`src/rtl/lir_pkg.sv`:
```
package lir_pkg;

	localparam int SAMPLE_W   = 16;
	localparam int STEP_W     = 21;
	localparam int NCH_W      = 2;
	localparam int CFG_IDX_W  = 2;
	localparam int CFG_DATA_W = 21;
	localparam int RESULT_CAP = 64;
	localparam int RES_W      = 7;

	localparam logic [CFG_IDX_W-1:0] CFG_STEP_RATIO   = 2'd0;
	localparam logic [CFG_IDX_W-1:0] CFG_NUM_CHANNELS = 2'd1;
	localparam logic [CFG_IDX_W-1:0] CFG_BYPASS       = 2'd2;

	localparam logic [STEP_W-1:0] STEP_RATIO_RST   = 21'd65536;
	localparam logic [NCH_W-1:0]  NUM_CHANNELS_RST = 2'd1;
	localparam logic              BYPASS_RST       = 1'b1;

	typedef struct packed {
		logic signed [SAMPLE_W-1:0] in_sample;
		logic                       block_start;
	} in_item_t;

	typedef struct packed {
		logic signed [SAMPLE_W-1:0] out_sample;
		logic                       out_channel;
		logic                       out_last;
	} out_item_t;

	typedef struct packed {
		logic mul_en;
		logic add_en;
	} lerp_ctrl_t;

	typedef struct packed {
		logic wr_en;
		logic copy_en;
	} fs_ctrl_t;

endpackage

```
`src/rtl/lir_frame_store.sv`:
```
module lir_frame_store #(
	parameter int MAX_CHANNELS = 2,
	parameter int CW           = 1
) (
	input  logic                                clk,
	input  logic                                arst_n,
	input  lir_pkg::fs_ctrl_t                   ctrl,
	input  logic [CW-1:0]                       wr_idx,
	input  logic signed [lir_pkg::SAMPLE_W-1:0] wr_data,
	input  logic [CW-1:0]                       rd_idx,
	output logic signed [lir_pkg::SAMPLE_W-1:0] prev_rd,
	output logic signed [lir_pkg::SAMPLE_W-1:0] next_rd
);

	logic signed [lir_pkg::SAMPLE_W-1:0] prev_q [MAX_CHANNELS];
	logic signed [lir_pkg::SAMPLE_W-1:0] next_q [MAX_CHANNELS];

	always_ff @(posedge clk or negedge arst_n) begin
		if (!arst_n) begin
			for (int i = 0; i < MAX_CHANNELS; i++) begin
				prev_q[i] <= '0;
				next_q[i] <= '0;
			end
		end else begin
			if (ctrl.wr_en) begin
				next_q[wr_idx] <= wr_data;
			end
			if (ctrl.copy_en) begin
				for (int i = 0; i < MAX_CHANNELS; i++) begin
					prev_q[i] <= (ctrl.wr_en && (wr_idx == CW'(i))) ? wr_data : next_q[i];
				end
			end
		end
	end

	assign prev_rd = prev_q[rd_idx];
	assign next_rd = next_q[rd_idx];

endmodule

```
`src/rtl/lir_lerp_unit.sv`:
```
module lir_lerp_unit #(
	parameter int FRAC_BITS = 16
) (
	input  logic                                clk,
	input  lir_pkg::lerp_ctrl_t                 ctrl,
	input  logic signed [lir_pkg::SAMPLE_W-1:0] a,
	input  logic signed [lir_pkg::SAMPLE_W-1:0] b,
	input  logic [FRAC_BITS-1:0]                frac,
	output logic signed [lir_pkg::SAMPLE_W-1:0] result
);

	localparam int DW = lir_pkg::SAMPLE_W + 1;
	localparam int PW = DW + FRAC_BITS + 1;
	localparam int NW = PW + 1;

	logic signed [PW-1:0]                diff_x;
	logic signed [PW-1:0]                frac_x;
	logic signed [PW-1:0]                prod_s1;
	logic signed [lir_pkg::SAMPLE_W-1:0] a_s1;
	logic signed [NW-1:0]                num;
	logic signed [NW-1:0]                quo;
	logic                                adj;
	logic signed [lir_pkg::SAMPLE_W-1:0] res_s2;

	assign diff_x = PW'(DW'(b) - DW'(a));
	assign frac_x = $signed(PW'({1'b0, frac}));

	always_ff @(posedge clk) begin
		if (ctrl.mul_en) begin
			prod_s1 <= diff_x * frac_x;
			a_s1    <= a;
		end
	end

	// Arithmetic shift floors; a negative value with a nonzero remainder
	// moves up by one so the quotient truncates toward zero.
	always_comb begin
		num = (NW'(a_s1) <<< FRAC_BITS) + NW'(prod_s1);
		quo = num >>> FRAC_BITS;
		adj = num[NW-1] && (|num[FRAC_BITS-1:0]);
	end

	always_ff @(posedge clk) begin
		if (ctrl.add_en) begin
			res_s2 <= quo[lir_pkg::SAMPLE_W-1:0] + lir_pkg::SAMPLE_W'(adj);
		end
	end

	assign result = res_s2;

endmodule

```
`src/rtl/linear_interp_resampler.sv`:
```
// Linear-interpolation sample-rate converter.
// Input channel (in_valid/in_ready/in_item): one interleaved signed sample per
// transfer, channels in order within a frame; block_start restarts the phase
// and forgets the stored frames. Output channel (out_valid/out_ready/out_item)
// carries the interpolated samples with their channel number; out_last marks
// the final sample caused by one input transfer. Configuration writes
// (cfg_valid/cfg_ready/cfg_index/cfg_data) are taken in any cycle and set the
// Q5.16 step ratio, the channel count and bypass.
// In bypass an input is registered and loads the output register once it is
// free; no new input is taken until then. Otherwise an input that completes
// a frame starts, for every output frame, a phase check and, per channel on
// the shared multiply-add unit, multiply, add and round, and output load,
// then a final phase check; up to 32 output frames follow one input frame.
// Inputs that leave a frame incomplete, or complete a frame that is skipped,
// are taken in the idle state. When the receiver stalls, the sequencer waits
// at the output load and the finished sample is held in the output register.
// Reset clears the stored frames, the phase and the frame position, empties
// the output register, and loads the configuration defaults (unity step, one
// channel, bypass on).
module linear_interp_resampler #(
	parameter int MAX_CHANNELS = 2,
	parameter int FRAC_BITS    = 16
) (
	input  logic                                clk,
	input  logic                                arst_n,
	input  logic                                in_valid,
	output logic                                in_ready,
	input  lir_pkg::in_item_t                   in_item,
	output logic                                out_valid,
	input  logic                                out_ready,
	output lir_pkg::out_item_t                  out_item,
	input  logic                                cfg_valid,
	output logic                                cfg_ready,
	input  logic [lir_pkg::CFG_IDX_W-1:0]       cfg_index,
	input  logic [lir_pkg::CFG_DATA_W-1:0]      cfg_data
);

	localparam int CW     = (MAX_CHANNELS > 1) ? $clog2(MAX_CHANNELS) : 1;
	localparam int CNT_W  = CW + 1;
	localparam int FW     = ((FRAC_BITS > lir_pkg::STEP_W) ? FRAC_BITS : lir_pkg::STEP_W) + 1;
	localparam int SKW    = FW - FRAC_BITS;
	localparam int NCNT_W = lir_pkg::RES_W + 1;
	localparam int CMP_W  = (CNT_W > 4) ? CNT_W : 4;

	localparam logic [FW-1:0] ONE_F    = FW'(1) << FRAC_BITS;
	localparam logic [FW-1:0] STEP_MIN = FW'(1) << (FRAC_BITS - 5);

	localparam logic [2:0] ST_IDLE = 3'd0;
	localparam logic [2:0] ST_BYP  = 3'd1;
	localparam logic [2:0] ST_CHK  = 3'd2;
	localparam logic [2:0] ST_MUL  = 3'd3;
	localparam logic [2:0] ST_ADD  = 3'd4;
	localparam logic [2:0] ST_PUSH = 3'd5;

	logic [2:0]                          state_q;
	logic [lir_pkg::STEP_W-1:0]          step_ratio_q;
	logic [lir_pkg::NCH_W-1:0]           num_channels_q;
	logic                                bypass_q;
	logic                                have_prev_q;
	logic [CW-1:0]                       chan_count_q;
	logic [FRAC_BITS-1:0]                phase_q;
	logic [SKW-1:0]                      skip_q;
	logic [FW-1:0]                       f_q;
	logic [CW-1:0]                       c_q;
	logic [lir_pkg::RES_W-1:0]           n_q;
	logic signed [lir_pkg::SAMPLE_W-1:0] sample_q;
	logic [CW-1:0]                       pos_q;
	logic                                out_valid_q;
	lir_pkg::out_item_t                  out_q;

	logic [lir_pkg::NCH_W-1:0]           nch;
	logic                                acc;
	logic                                hp_eff;
	logic [CW-1:0]                       cc_eff;
	logic [FRAC_BITS-1:0]                ph_eff;
	logic [SKW-1:0]                      sk_eff;
	logic [CNT_W-1:0]                    cc_inc;
	logic                                frame_end;
	logic                                start_run;
	logic [FW-1:0]                       step_x;
	logic [FW-1:0]                       step_e;
	logic [FW-1:0]                       f_next;
	logic                                f_done;
	logic                                fits;
	logic                                c_last;
	logic                                last_res;
	logic                                out_free;
	logic                                load_byp;
	logic                                load_run;
	lir_pkg::fs_ctrl_t                   fs_ctrl;
	lir_pkg::lerp_ctrl_t                 lerp_ctrl;
	logic signed [lir_pkg::SAMPLE_W-1:0] prev_rd;
	logic signed [lir_pkg::SAMPLE_W-1:0] next_rd;
	logic signed [lir_pkg::SAMPLE_W-1:0] lerp_res;

	assign cfg_ready = 1'b1;
	assign in_ready  = (state_q == ST_IDLE);
	assign acc       = in_valid && in_ready;
	assign out_valid = out_valid_q;
	assign out_item  = out_q;
	assign out_free  = !out_valid_q || out_ready;

	always_comb begin
		if (num_channels_q == '0) begin
			nch = lir_pkg::NCH_W'(1);
		end else if (CMP_W'(num_channels_q) > CMP_W'(MAX_CHANNELS)) begin
			nch = lir_pkg::NCH_W'(MAX_CHANNELS);
		end else begin
			nch = num_channels_q;
		end
	end

	always_comb begin
		hp_eff    = in_item.block_start ? 1'b0 : have_prev_q;
		cc_eff    = in_item.block_start ? '0 : chan_count_q;
		ph_eff    = in_item.block_start ? '0 : phase_q;
		sk_eff    = in_item.block_start ? '0 : skip_q;
		cc_inc    = CNT_W'(cc_eff) + CNT_W'(1);
		frame_end = CMP_W'(cc_inc) >= CMP_W'(nch);
		start_run = hp_eff && (sk_eff == '0);
		step_x    = FW'(step_ratio_q);
		step_e    = (step_x < STEP_MIN) ? STEP_MIN : step_x;
		f_next    = f_q + step_e;
		f_done    = f_q >= ONE_F;
		fits      = (NCNT_W'(n_q) + NCNT_W'(nch)) <= NCNT_W'(lir_pkg::RESULT_CAP);
		c_last    = (CMP_W'(c_q) + CMP_W'(1)) >= CMP_W'(nch);
		last_res  = c_last && ((f_next >= ONE_F) ||
			((NCNT_W'(n_q) + NCNT_W'(1) + NCNT_W'(nch)) > NCNT_W'(lir_pkg::RESULT_CAP)));
		load_byp  = (state_q == ST_BYP) && out_free;
		load_run  = (state_q == ST_PUSH) && out_free;
	end

	always_comb begin
		fs_ctrl.wr_en     = acc && !bypass_q;
		fs_ctrl.copy_en   = (acc && !bypass_q && frame_end && !start_run) ||
			((state_q == ST_CHK) && f_done);
		lerp_ctrl.mul_en  = (state_q == ST_MUL);
		lerp_ctrl.add_en  = (state_q == ST_ADD);
	end

	lir_frame_store #(
		.MAX_CHANNELS(MAX_CHANNELS),
		.CW          (CW)
	) u_frames (
		.clk    (clk),
		.arst_n (arst_n),
		.ctrl   (fs_ctrl),
		.wr_idx (cc_eff),
		.wr_data(in_item.in_sample),
		.rd_idx (c_q),
		.prev_rd(prev_rd),
		.next_rd(next_rd)
	);

	lir_lerp_unit #(
		.FRAC_BITS(FRAC_BITS)
	) u_lerp (
		.clk   (clk),
		.ctrl  (lerp_ctrl),
		.a     (prev_rd),
		.b     (next_rd),
		.frac  (f_q[FRAC_BITS-1:0]),
		.result(lerp_res)
	);

	always_ff @(posedge clk or negedge arst_n) begin
		if (!arst_n) begin
			step_ratio_q   <= lir_pkg::STEP_RATIO_RST;
			num_channels_q <= lir_pkg::NUM_CHANNELS_RST;
			bypass_q       <= lir_pkg::BYPASS_RST;
		end else if (cfg_valid && cfg_ready) begin
			unique case (cfg_index)
				lir_pkg::CFG_STEP_RATIO: begin
					step_ratio_q <= cfg_data;
				end
				lir_pkg::CFG_NUM_CHANNELS: begin
					num_channels_q <= cfg_data[lir_pkg::NCH_W-1:0];
				end
				lir_pkg::CFG_BYPASS: begin
					bypass_q <= cfg_data[0];
				end
				default: begin
				end
			endcase
		end
	end

	always_ff @(posedge clk or negedge arst_n) begin
		if (!arst_n) begin
			state_q      <= ST_IDLE;
			have_prev_q  <= 1'b0;
			chan_count_q <= '0;
			phase_q      <= '0;
			skip_q       <= '0;
			f_q          <= '0;
			c_q          <= '0;
			n_q          <= '0;
		end else begin
			unique case (state_q)
				ST_IDLE: begin
					if (acc) begin
						phase_q      <= ph_eff;
						chan_count_q <= frame_end ? '0 : cc_inc[CW-1:0];
						if (bypass_q) begin
							have_prev_q <= hp_eff;
							skip_q      <= sk_eff;
							state_q     <= ST_BYP;
						end else if (frame_end && start_run) begin
							have_prev_q <= hp_eff;
							skip_q      <= sk_eff;
							f_q         <= FW'(ph_eff);
							n_q         <= '0;
							state_q     <= ST_CHK;
						end else if (frame_end) begin
							have_prev_q <= 1'b1;
							skip_q      <= hp_eff ? (sk_eff - SKW'(1)) : sk_eff;
						end else begin
							have_prev_q <= hp_eff;
							skip_q      <= sk_eff;
						end
					end
				end
				ST_BYP: begin
					if (out_free) begin
						state_q <= ST_IDLE;
					end
				end
				ST_CHK: begin
					if (f_done) begin
						skip_q      <= f_q[FW-1:FRAC_BITS] - SKW'(1);
						phase_q     <= f_q[FRAC_BITS-1:0];
						have_prev_q <= 1'b1;
						state_q     <= ST_IDLE;
					end else if (fits) begin
						c_q     <= '0;
						state_q <= ST_MUL;
					end else begin
						f_q <= f_next;
					end
				end
				ST_MUL: begin
					state_q <= ST_ADD;
				end
				ST_ADD: begin
					state_q <= ST_PUSH;
				end
				ST_PUSH: begin
					if (out_free) begin
						n_q <= n_q + lir_pkg::RES_W'(1);
						if (c_last) begin
							f_q     <= f_next;
							state_q <= ST_CHK;
						end else begin
							c_q     <= c_q + CW'(1);
							state_q <= ST_MUL;
						end
					end
				end
				default: begin
					state_q <= ST_IDLE;
				end
			endcase
		end
	end

	always_ff @(posedge clk) begin
		if (acc) begin
			sample_q <= in_item.in_sample;
			pos_q    <= cc_eff;
		end
	end

	always_ff @(posedge clk or negedge arst_n) begin
		if (!arst_n) begin
			out_valid_q <= 1'b0;
		end else if (load_byp || load_run) begin
			out_valid_q <= 1'b1;
		end else if (out_ready) begin
			out_valid_q <= 1'b0;
		end
	end

	always_ff @(posedge clk) begin
		if (load_byp) begin
			out_q.out_sample  <= sample_q;
			out_q.out_channel <= pos_q[0];
			out_q.out_last    <= 1'b1;
		end else if (load_run) begin
			out_q.out_sample  <= lerp_res;
			out_q.out_channel <= c_q[0];
			out_q.out_last    <= last_res;
		end
	end

`ifndef SYNTHESIS
	a_phase_below_one: assert property (@(posedge clk) disable iff (!arst_n)
		(state_q == ST_MUL) |-> (f_q < ONE_F))
		else $error("interpolation issued with phase at or above one");

	a_skip_needs_prev: assert property (@(posedge clk) disable iff (!arst_n)
		(skip_q != '0) |-> have_prev_q)
		else $error("pending frame skip without a previous frame");

	a_chan_in_range: assert property (@(posedge clk) disable iff (!arst_n)
		(state_q == ST_PUSH) |-> (CMP_W'(c_q) < CMP_W'(nch)))
		else $error("output channel beyond the active channel count");

	a_result_cap: assert property (@(posedge clk) disable iff (!arst_n)
		load_run |-> (NCNT_W'(n_q) < NCNT_W'(lir_pkg::RESULT_CAP)))
		else $error("result count past the cap for one input");

	a_frame_pos: assert property (@(posedge clk) disable iff (!arst_n)
		(state_q == ST_IDLE) |-> (CMP_W'(chan_count_q) < CMP_W'(MAX_CHANNELS)))
		else $error("frame position beyond the channel storage");
`endif

endmodule
```
`config.mk`:
```
export PLATFORM = sky130hd
export DESIGN_NAME = linear_interp_resampler
export DESIGN_NICKNAME = d
export VERILOG_FILES = /design/src/rtl/lir_pkg.sv /design/src/rtl/lir_frame_store.sv /design/src/rtl/lir_lerp_unit.sv /design/src/rtl/linear_interp_resampler.sv
export SDC_FILE = /design/constraint.sdc
export NUM_CORES = 1
export LEC_CHECK = 0
export BUFFER_PORTS_ARGS = -buffer_cell sky130_fd_sc_hd__buf_4
export CAP_MARGIN = 10
export CORE_MARGIN = 3
export CORE_UTILIZATION = 41
export DETAILED_ROUTE_END_ITERATION = 12
export GPL_ROUTABILITY_DRIVEN = 0
export SYNTH_ARGS = -nofsm -noshare
export SYNTH_HDL_FRONTEND = slang
export SYNTH_SLANG_ARGS = --single-unit
```
`constraint.sdc`:
```
create_clock -name clk -period 10.2 [get_ports clk]
set_input_delay 2.04 -clock clk [delete_from_list [all_inputs] [get_ports clk]]
set_output_delay 2.04 -clock clk [all_outputs]
set_load 0.01 [all_outputs]
```
==> results of run 1 <==
## cells by family after synthesis
kind of cell             Yosys count  share of synthesized area [%]
AO/OA/AOI/OAI                    388                           11.1
AND/OR/NAND/NOR                  649                           13.7
multiplexers                     122                           5.54
buffers and inverters            505                           7.86
XOR/XNOR                          95                           3.55
other                              1                         0.0154
adder cells (fa/ha/maj)          437                           31.0
flip-flops                       246                           27.3
## area by class of cell
cell class / count / area (um2) / share of cell area [%]
multi-input cells: 1692 / 15800 / 59.3
flip-flops and latches: 246 / 6650 / 24.9
inverters: 381 / 1430 / 5.36
well taps: 765 / 957 / 3.59
repair buffers: 110 / 830 / 3.11
clock buffers: 40 / 818 / 3.07
clock inverters: 14 / 171 / 0.642
## worst max-delay path: cells and delay by family, from the launching register on
kind	cells	cell delay [ns]
muxes	1	0.39
buffers and inverters	4	0.62
AOI/OAI and AO/OA	16	3.74
adders and majority gates	8	3.78
DFF	1	0.52
xor gates and xnor gates	1	0.15
## worst max path at each step
stage               slack (ns)            endpoint
floorplan                 1.42  u_lerp.prod_s1[33]
global placement           1.0  u_lerp.prod_s1[32]
detailed placement        0.71  u_lerp.prod_s1[32]
CTS                       0.69  u_lerp.prod_s1[32]
global route              0.12  u_lerp.prod_s1[32]
finish                    0.71  u_lerp.prod_s1[32]
## state kept, by name, indices dropped and copies added (netlist names)
signal	count
u_lerp.prod_s1	34
u_frames.next_q	32
u_frames.prev_q	32
f_q	22
step_ratio_q	21
out_item	18
phase_q	16
sample_q	16
u_lerp.a_s1	16
u_lerp.result	16
n_q	7
skip_q	6
state_q	3
bypass_q	1
c_q	1
chan_count_q	1
have_prev_q	1
num_channels_q	1
out_valid	1
pos_q	1
## routing by layer
| layer | part of all wire [%] | up-vias | track usage [%] |
|---|---|---|---|
| met3 | 5.1 | 85 | 2.14 |
| met1 | 47 | 8960 | 29.3 |
| met5 | 0 | - | 0 |
| met4 | 2.0 | 0 | 4.44 |
| li1 | - | 8133 | - |
| met2 | 46 | 479 | 31.9 |
## cell usage in the layout, fill, tap and decap left out, types with 11 or more instances in the layout
| cell | n |
|---|---|
| nand2_1 | 208 |
| xor2_1 | 26 |
| edfxtp_1 | 100 |
| nor3_1 | 20 |
| nor2_1 | 93 |
| a21o_1 | 29 |
| inv_1 | 381 |
| nor2b_1 | 49 |
| a31oi_1 | 13 |
| nand2b_1 | 31 |
| o21ai_0 | 56 |
| o211ai_1 | 12 |
| nand3_1 | 41 |
| xnor2_1 | 67 |
| a211oi_1 | 11 |
| nor4_1 | 27 |
| a21oi_1 | 98 |
| ha_1 | 156 |
| mux2i_1 | 20 |
| fa_1 | 278 |
| buf_4 | 109 |
| a22o_1 | 41 |
| mux2_2 | 95 |
| o21a_1 | 16 |
| nor3b_1 | 18 |
| dfrtp_1 | 143 |
| and2_1 | 102 |
| clkbuf_16 | 30 |
| o31ai_1 | 11 |
## metrics by stage
step / utilization (%) / worst slack (ns) / area [um2]
floorplan: - / 1.42 / 24400
global placement: 44.1 / 0.998 / 25700
finish: 45.8 / 0.707 / 26700
detailed placement: 44.1 / 0.706 / 25700
global route: 45.8 / 0.121 / 26700
CTS: 45.8 / 0.687 / 26700
==> results.cfg, run 1 <==
[synthesis]
synth.distinct_cells = 85
synth_common_cells = inv_1, fa_1, nand2_1, ha_1, dfrtp_1
ys_warn_count = 0
synthCells = 2443
yosys.cell_count.top_type = inv_1
syn_area_um2 = 24400
ys.flop_type = dfrtp_1
avgSynthCellArea_um2 = 9.97
ys_seq_elements = 246
yosys.area.top_type = fa_1
yosysTopAreaCellShare_pct = 22.9
async_flop_share_pct = 58.9
synth_edf_count = 100
synth_area_leaders = fa_1, dfrtp_1, edfxtp_1, ha_1, inv_1
synthesis.nets = 2922
synth_seq_area_share_pct = 27.3

[grt]
grt_pass1_wl_mm = 101
antenna_found_initial = 0
grt_overflow = 0
grt_max_degree = 77
grt_pass1_vias = 18000
gr-usage-all-layers_pct = 19.9

[sta]
slew_viol_final = 0
grt_setup_unrepaired = no
setup_viol = 0
min_period_ns = 9.49
timing.fmax_mhz = 105
tns_ns = 0
tightest_slew_ns = 1.05
relSlewSlack_pct = 29.7
fin_worst_skew_ns = 0.0179
timing.final.crit_share_pct = 93.1
finalHoldViolCount = 0
fin_hold_ws_ns = 0.493

[hold_path]
whs_endpoint = phase_q[8]
hp-start = phase_q[8]
min_path_type = reg -> reg
min_path_cells = 1

[floorplan]
rows = 88
die_y_um = 250
die_w_um = 250
core_region_area_um2 = 58200
die_area_um2 = 62400
io_pins = 66
start_util_pct = 41.8

[cts]
clk_pin_slew_ns = 0.06
cts_tree = built
post_cts_buffers = 0
cts_buffers = 29
cts_resized = 0
ctsHoldBuffers = 0
clockBufferDepth = 3
cts-htree-levels = 1
cts.sinks = 246
clock-root-buffer = clkbuf_16
clk_latency_ns = 0.57

[final_layout]
instances_no_fill = 3248
drive_gt1_share_pct = 11.4
nFillCells = 5455
nets = 2939
diodes = 0
area_growth_pct = 9.57

[critical_path]
max_stage_delay_ns = 0.73
worstRegToRegCells = 30
start_kind = register
regToRegSetupSlack_ns = 0.71
slowest_stage = a21oi_2
worstReg2RegEnd = u_lerp.prod_s1[32]
cp-end-kind = register
path_class = reg -> reg
cp-startpoint = c_q
worstPathMaxFanout = 29
r2r-start = c_q
crit_arrival_ns = 9.79
worst_ep_required_time_ns = 10.50
cpMostUsedCell = fa_1

[drt]
vias = 17700
via_per_inst = 5.44
ant_nets = 0
drc = 0
wl_per_cell_um = 19.2
routed_wl_mm = 62.2
first_pass_iters = 5
first_iter_violations = 1122

[run]
maxCapViolCount = 0

[status]
outcome = complete, no violations

[placed_design]
dpl.cell_count = 3194
numPortBuffers = 64
hpwl_mm = 48.0
Power of run 1 is not shown: default switching activity piles up to over one toggle a cycle in this logic, so the estimate is an artifact.
==> run 2: changes to the inputs <==
==> constraint.sdc (replaced) <==
create_clock -name clk -period 12 [get_ports clk]
set_input_delay 2.4 -clock clk [delete_from_list [all_inputs] [get_ports clk]]
set_output_delay 2.4 -clock clk [all_outputs]
set_load 0.01 [all_outputs]
==> results.cfg, run 2 (same netlist as run 1, synthesis figures left out) <==
[status]
outcome = complete, no violations

[sta]
setup_viol = 0
finalHoldViolCount = 0
slew_viol_final = 0
grt_setup_unrepaired = no
timing.final.crit_share_pct = 83.4
tightest_slew_ns = 1.23
fin_worst_skew_ns = 0.0161
tns_ns = 0
min_period_ns = 10.01
timing.fmax_mhz = 99.9
relSlewSlack_pct = 17.3

[cts]
cts_resized = 0
clockBufferDepth = 3
cts-htree-levels = 1
ctsHoldBuffers = 0
cts_tree = built
post_cts_buffers = 0
clk_pin_slew_ns = 0.06
clk_latency_ns = 0.56
cts_buffers = 28
cts.sinks = 246
clock-root-buffer = clkbuf_16

[critical_path]
worstPathMaxFanout = 33
path_class = reg -> reg
r2r-start = c_q
worstReg2RegEnd = u_lerp.prod_s1[33]
crit_arrival_ns = 10.29
regToRegSetupSlack_ns = 1.99
crit_family = adder cells
cpMostUsedCell = fa_1
slowest_stage = dfrtp_1
start_kind = register
cp-end-kind = register
max_stage_delay_ns = 0.87
worstRegToRegCells = 32
worst_ep_required_time_ns = 12.28
crit_buf_inv = 5

[drt]
drc = 0
via_per_inst = 5.44
first_pass_iters = 5
wl_per_cell_um = 19.3
vias = 17600
first_iter_violations = 1241
ant_nets = 0
routed_wl_mm = 62.7

[floorplan]
core_region_area_um2 = 58200
die_area_um2 = 62400
start_util_pct = 41.8
die_y_um = 250
die_w_um = 250
io_pins = 66
rows = 88

[final_layout]
nFillCells = 5408
design_area_um2 = 26600
final_cell_mix = inv_1, fa_1, nand2_1
nets = 2933
drive_gt1_share_pct = 11.0
area_growth_pct = 9.15
layout_commonest_cell = inv_1
largest_register_ffs = 34
top_regs = u_lerp.prod_s1 (34), u_frames.next_q (32), u_frames.prev_q (32)
largest-register = u_lerp.prod_s1

[placed_design]
numPortBuffers = 64
dpl_cell_area_um2 = 25700
hpwl_mm = 48.1

[grt]
gr-usage-all-layers_pct = 20.0
antenna_found_initial = 1
grt_max_degree = 77
grt_pass1_wl_mm = 101
grt_pass1_vias = 18000
grt_overflow = 0

[hold_path]
hp-start = u_frames.prev_q[14]
min_path_type = reg -> reg
whs_endpoint = u_frames.prev_q[14]
min_path_cells = 1

[run]
maxCapViolCount = 0
-- run 2: changes by cell type in the layout (fill, tap and decap cells not counted), sizes merged --
cell / change
inv: -2
bufinv: -2
clkbuf: +5
buf: -5
diode: +1
clkinv: -1
clkinvlp: -2
-- run 2: worst max-delay path by stage --
stage,startpoint,endpoint,slack [ns],cells past startpoint
3_3_place_gp,c_q,u_lerp.prod_s1[32],2.31,32
3_5_place_dp,c_q,u_lerp.prod_s1[33],2.15,32
6_report,c_q,u_lerp.prod_s1[33],1.99,32
5_1_grt,c_q,u_lerp.prod_s1[32],1.37,32
4_1_cts,c_q,u_lerp.prod_s1[33],2.08,32
2_1_floorplan,c_q,u_lerp.prod_s1[33],3.22,33
-- run 2: metal layers --
layer / vias up / wire length, um / GRT usage, %
met3: 80 / 3730 / 2.23
met2: 556 / 29400 / 32.5
met5: - / 0 / 0
li1: 8120 / - / -
met1: 8890 / 28300 / 28.9
met4: 0 / 1250 / 4.64
-- run 2: area by class of cell --
| cell class | count | area (um2) | area share, % |
|---|---|---|---|
| inverter | 381 | 1430 | 5.38 |
| sequential | 246 | 6650 | 25.0 |
| clock inverter | 7 | 75.1 | 0.282 |
| clock buffer | 45 | 827 | 3.11 |
| tap | 765 | 957 | 3.60 |
| antenna | 1 | 2.50 | 0.00941 |
| multi-input combinational | 1692 | 15800 | 59.6 |
| timing repair buffer | 105 | 792 | 2.98 |
-- run 2: per-stage QoR --
step                worst slack [ns]  instances  hold slack, ns  util [%]
finish                          1.99       3242           0.491      45.6
global route                    1.37       3241           0.502      45.6
CTS                             2.08       3241           0.493      45.6
detailed placement              2.15       3189           0.474      44.1
global placement                2.31       3189           0.462      44.1
floorplan                       3.22       2443           0.447         -
-- run 2: worst reg2reg max path, delay by kind of cell (launching register included) --
family | cells | cell delay [ns]
buffers and inverters | 5 | 0.47
flip-flops | 1 | 0.87
adder cells (fa/ha/maj) | 8 | 3.77
AND/OR/NAND/NOR | 7 | 1.13
multiplexers | 1 | 0.37
AO/OA/AOI/OAI | 11 | 3.15
Power of run 2 is left out for the same reason.
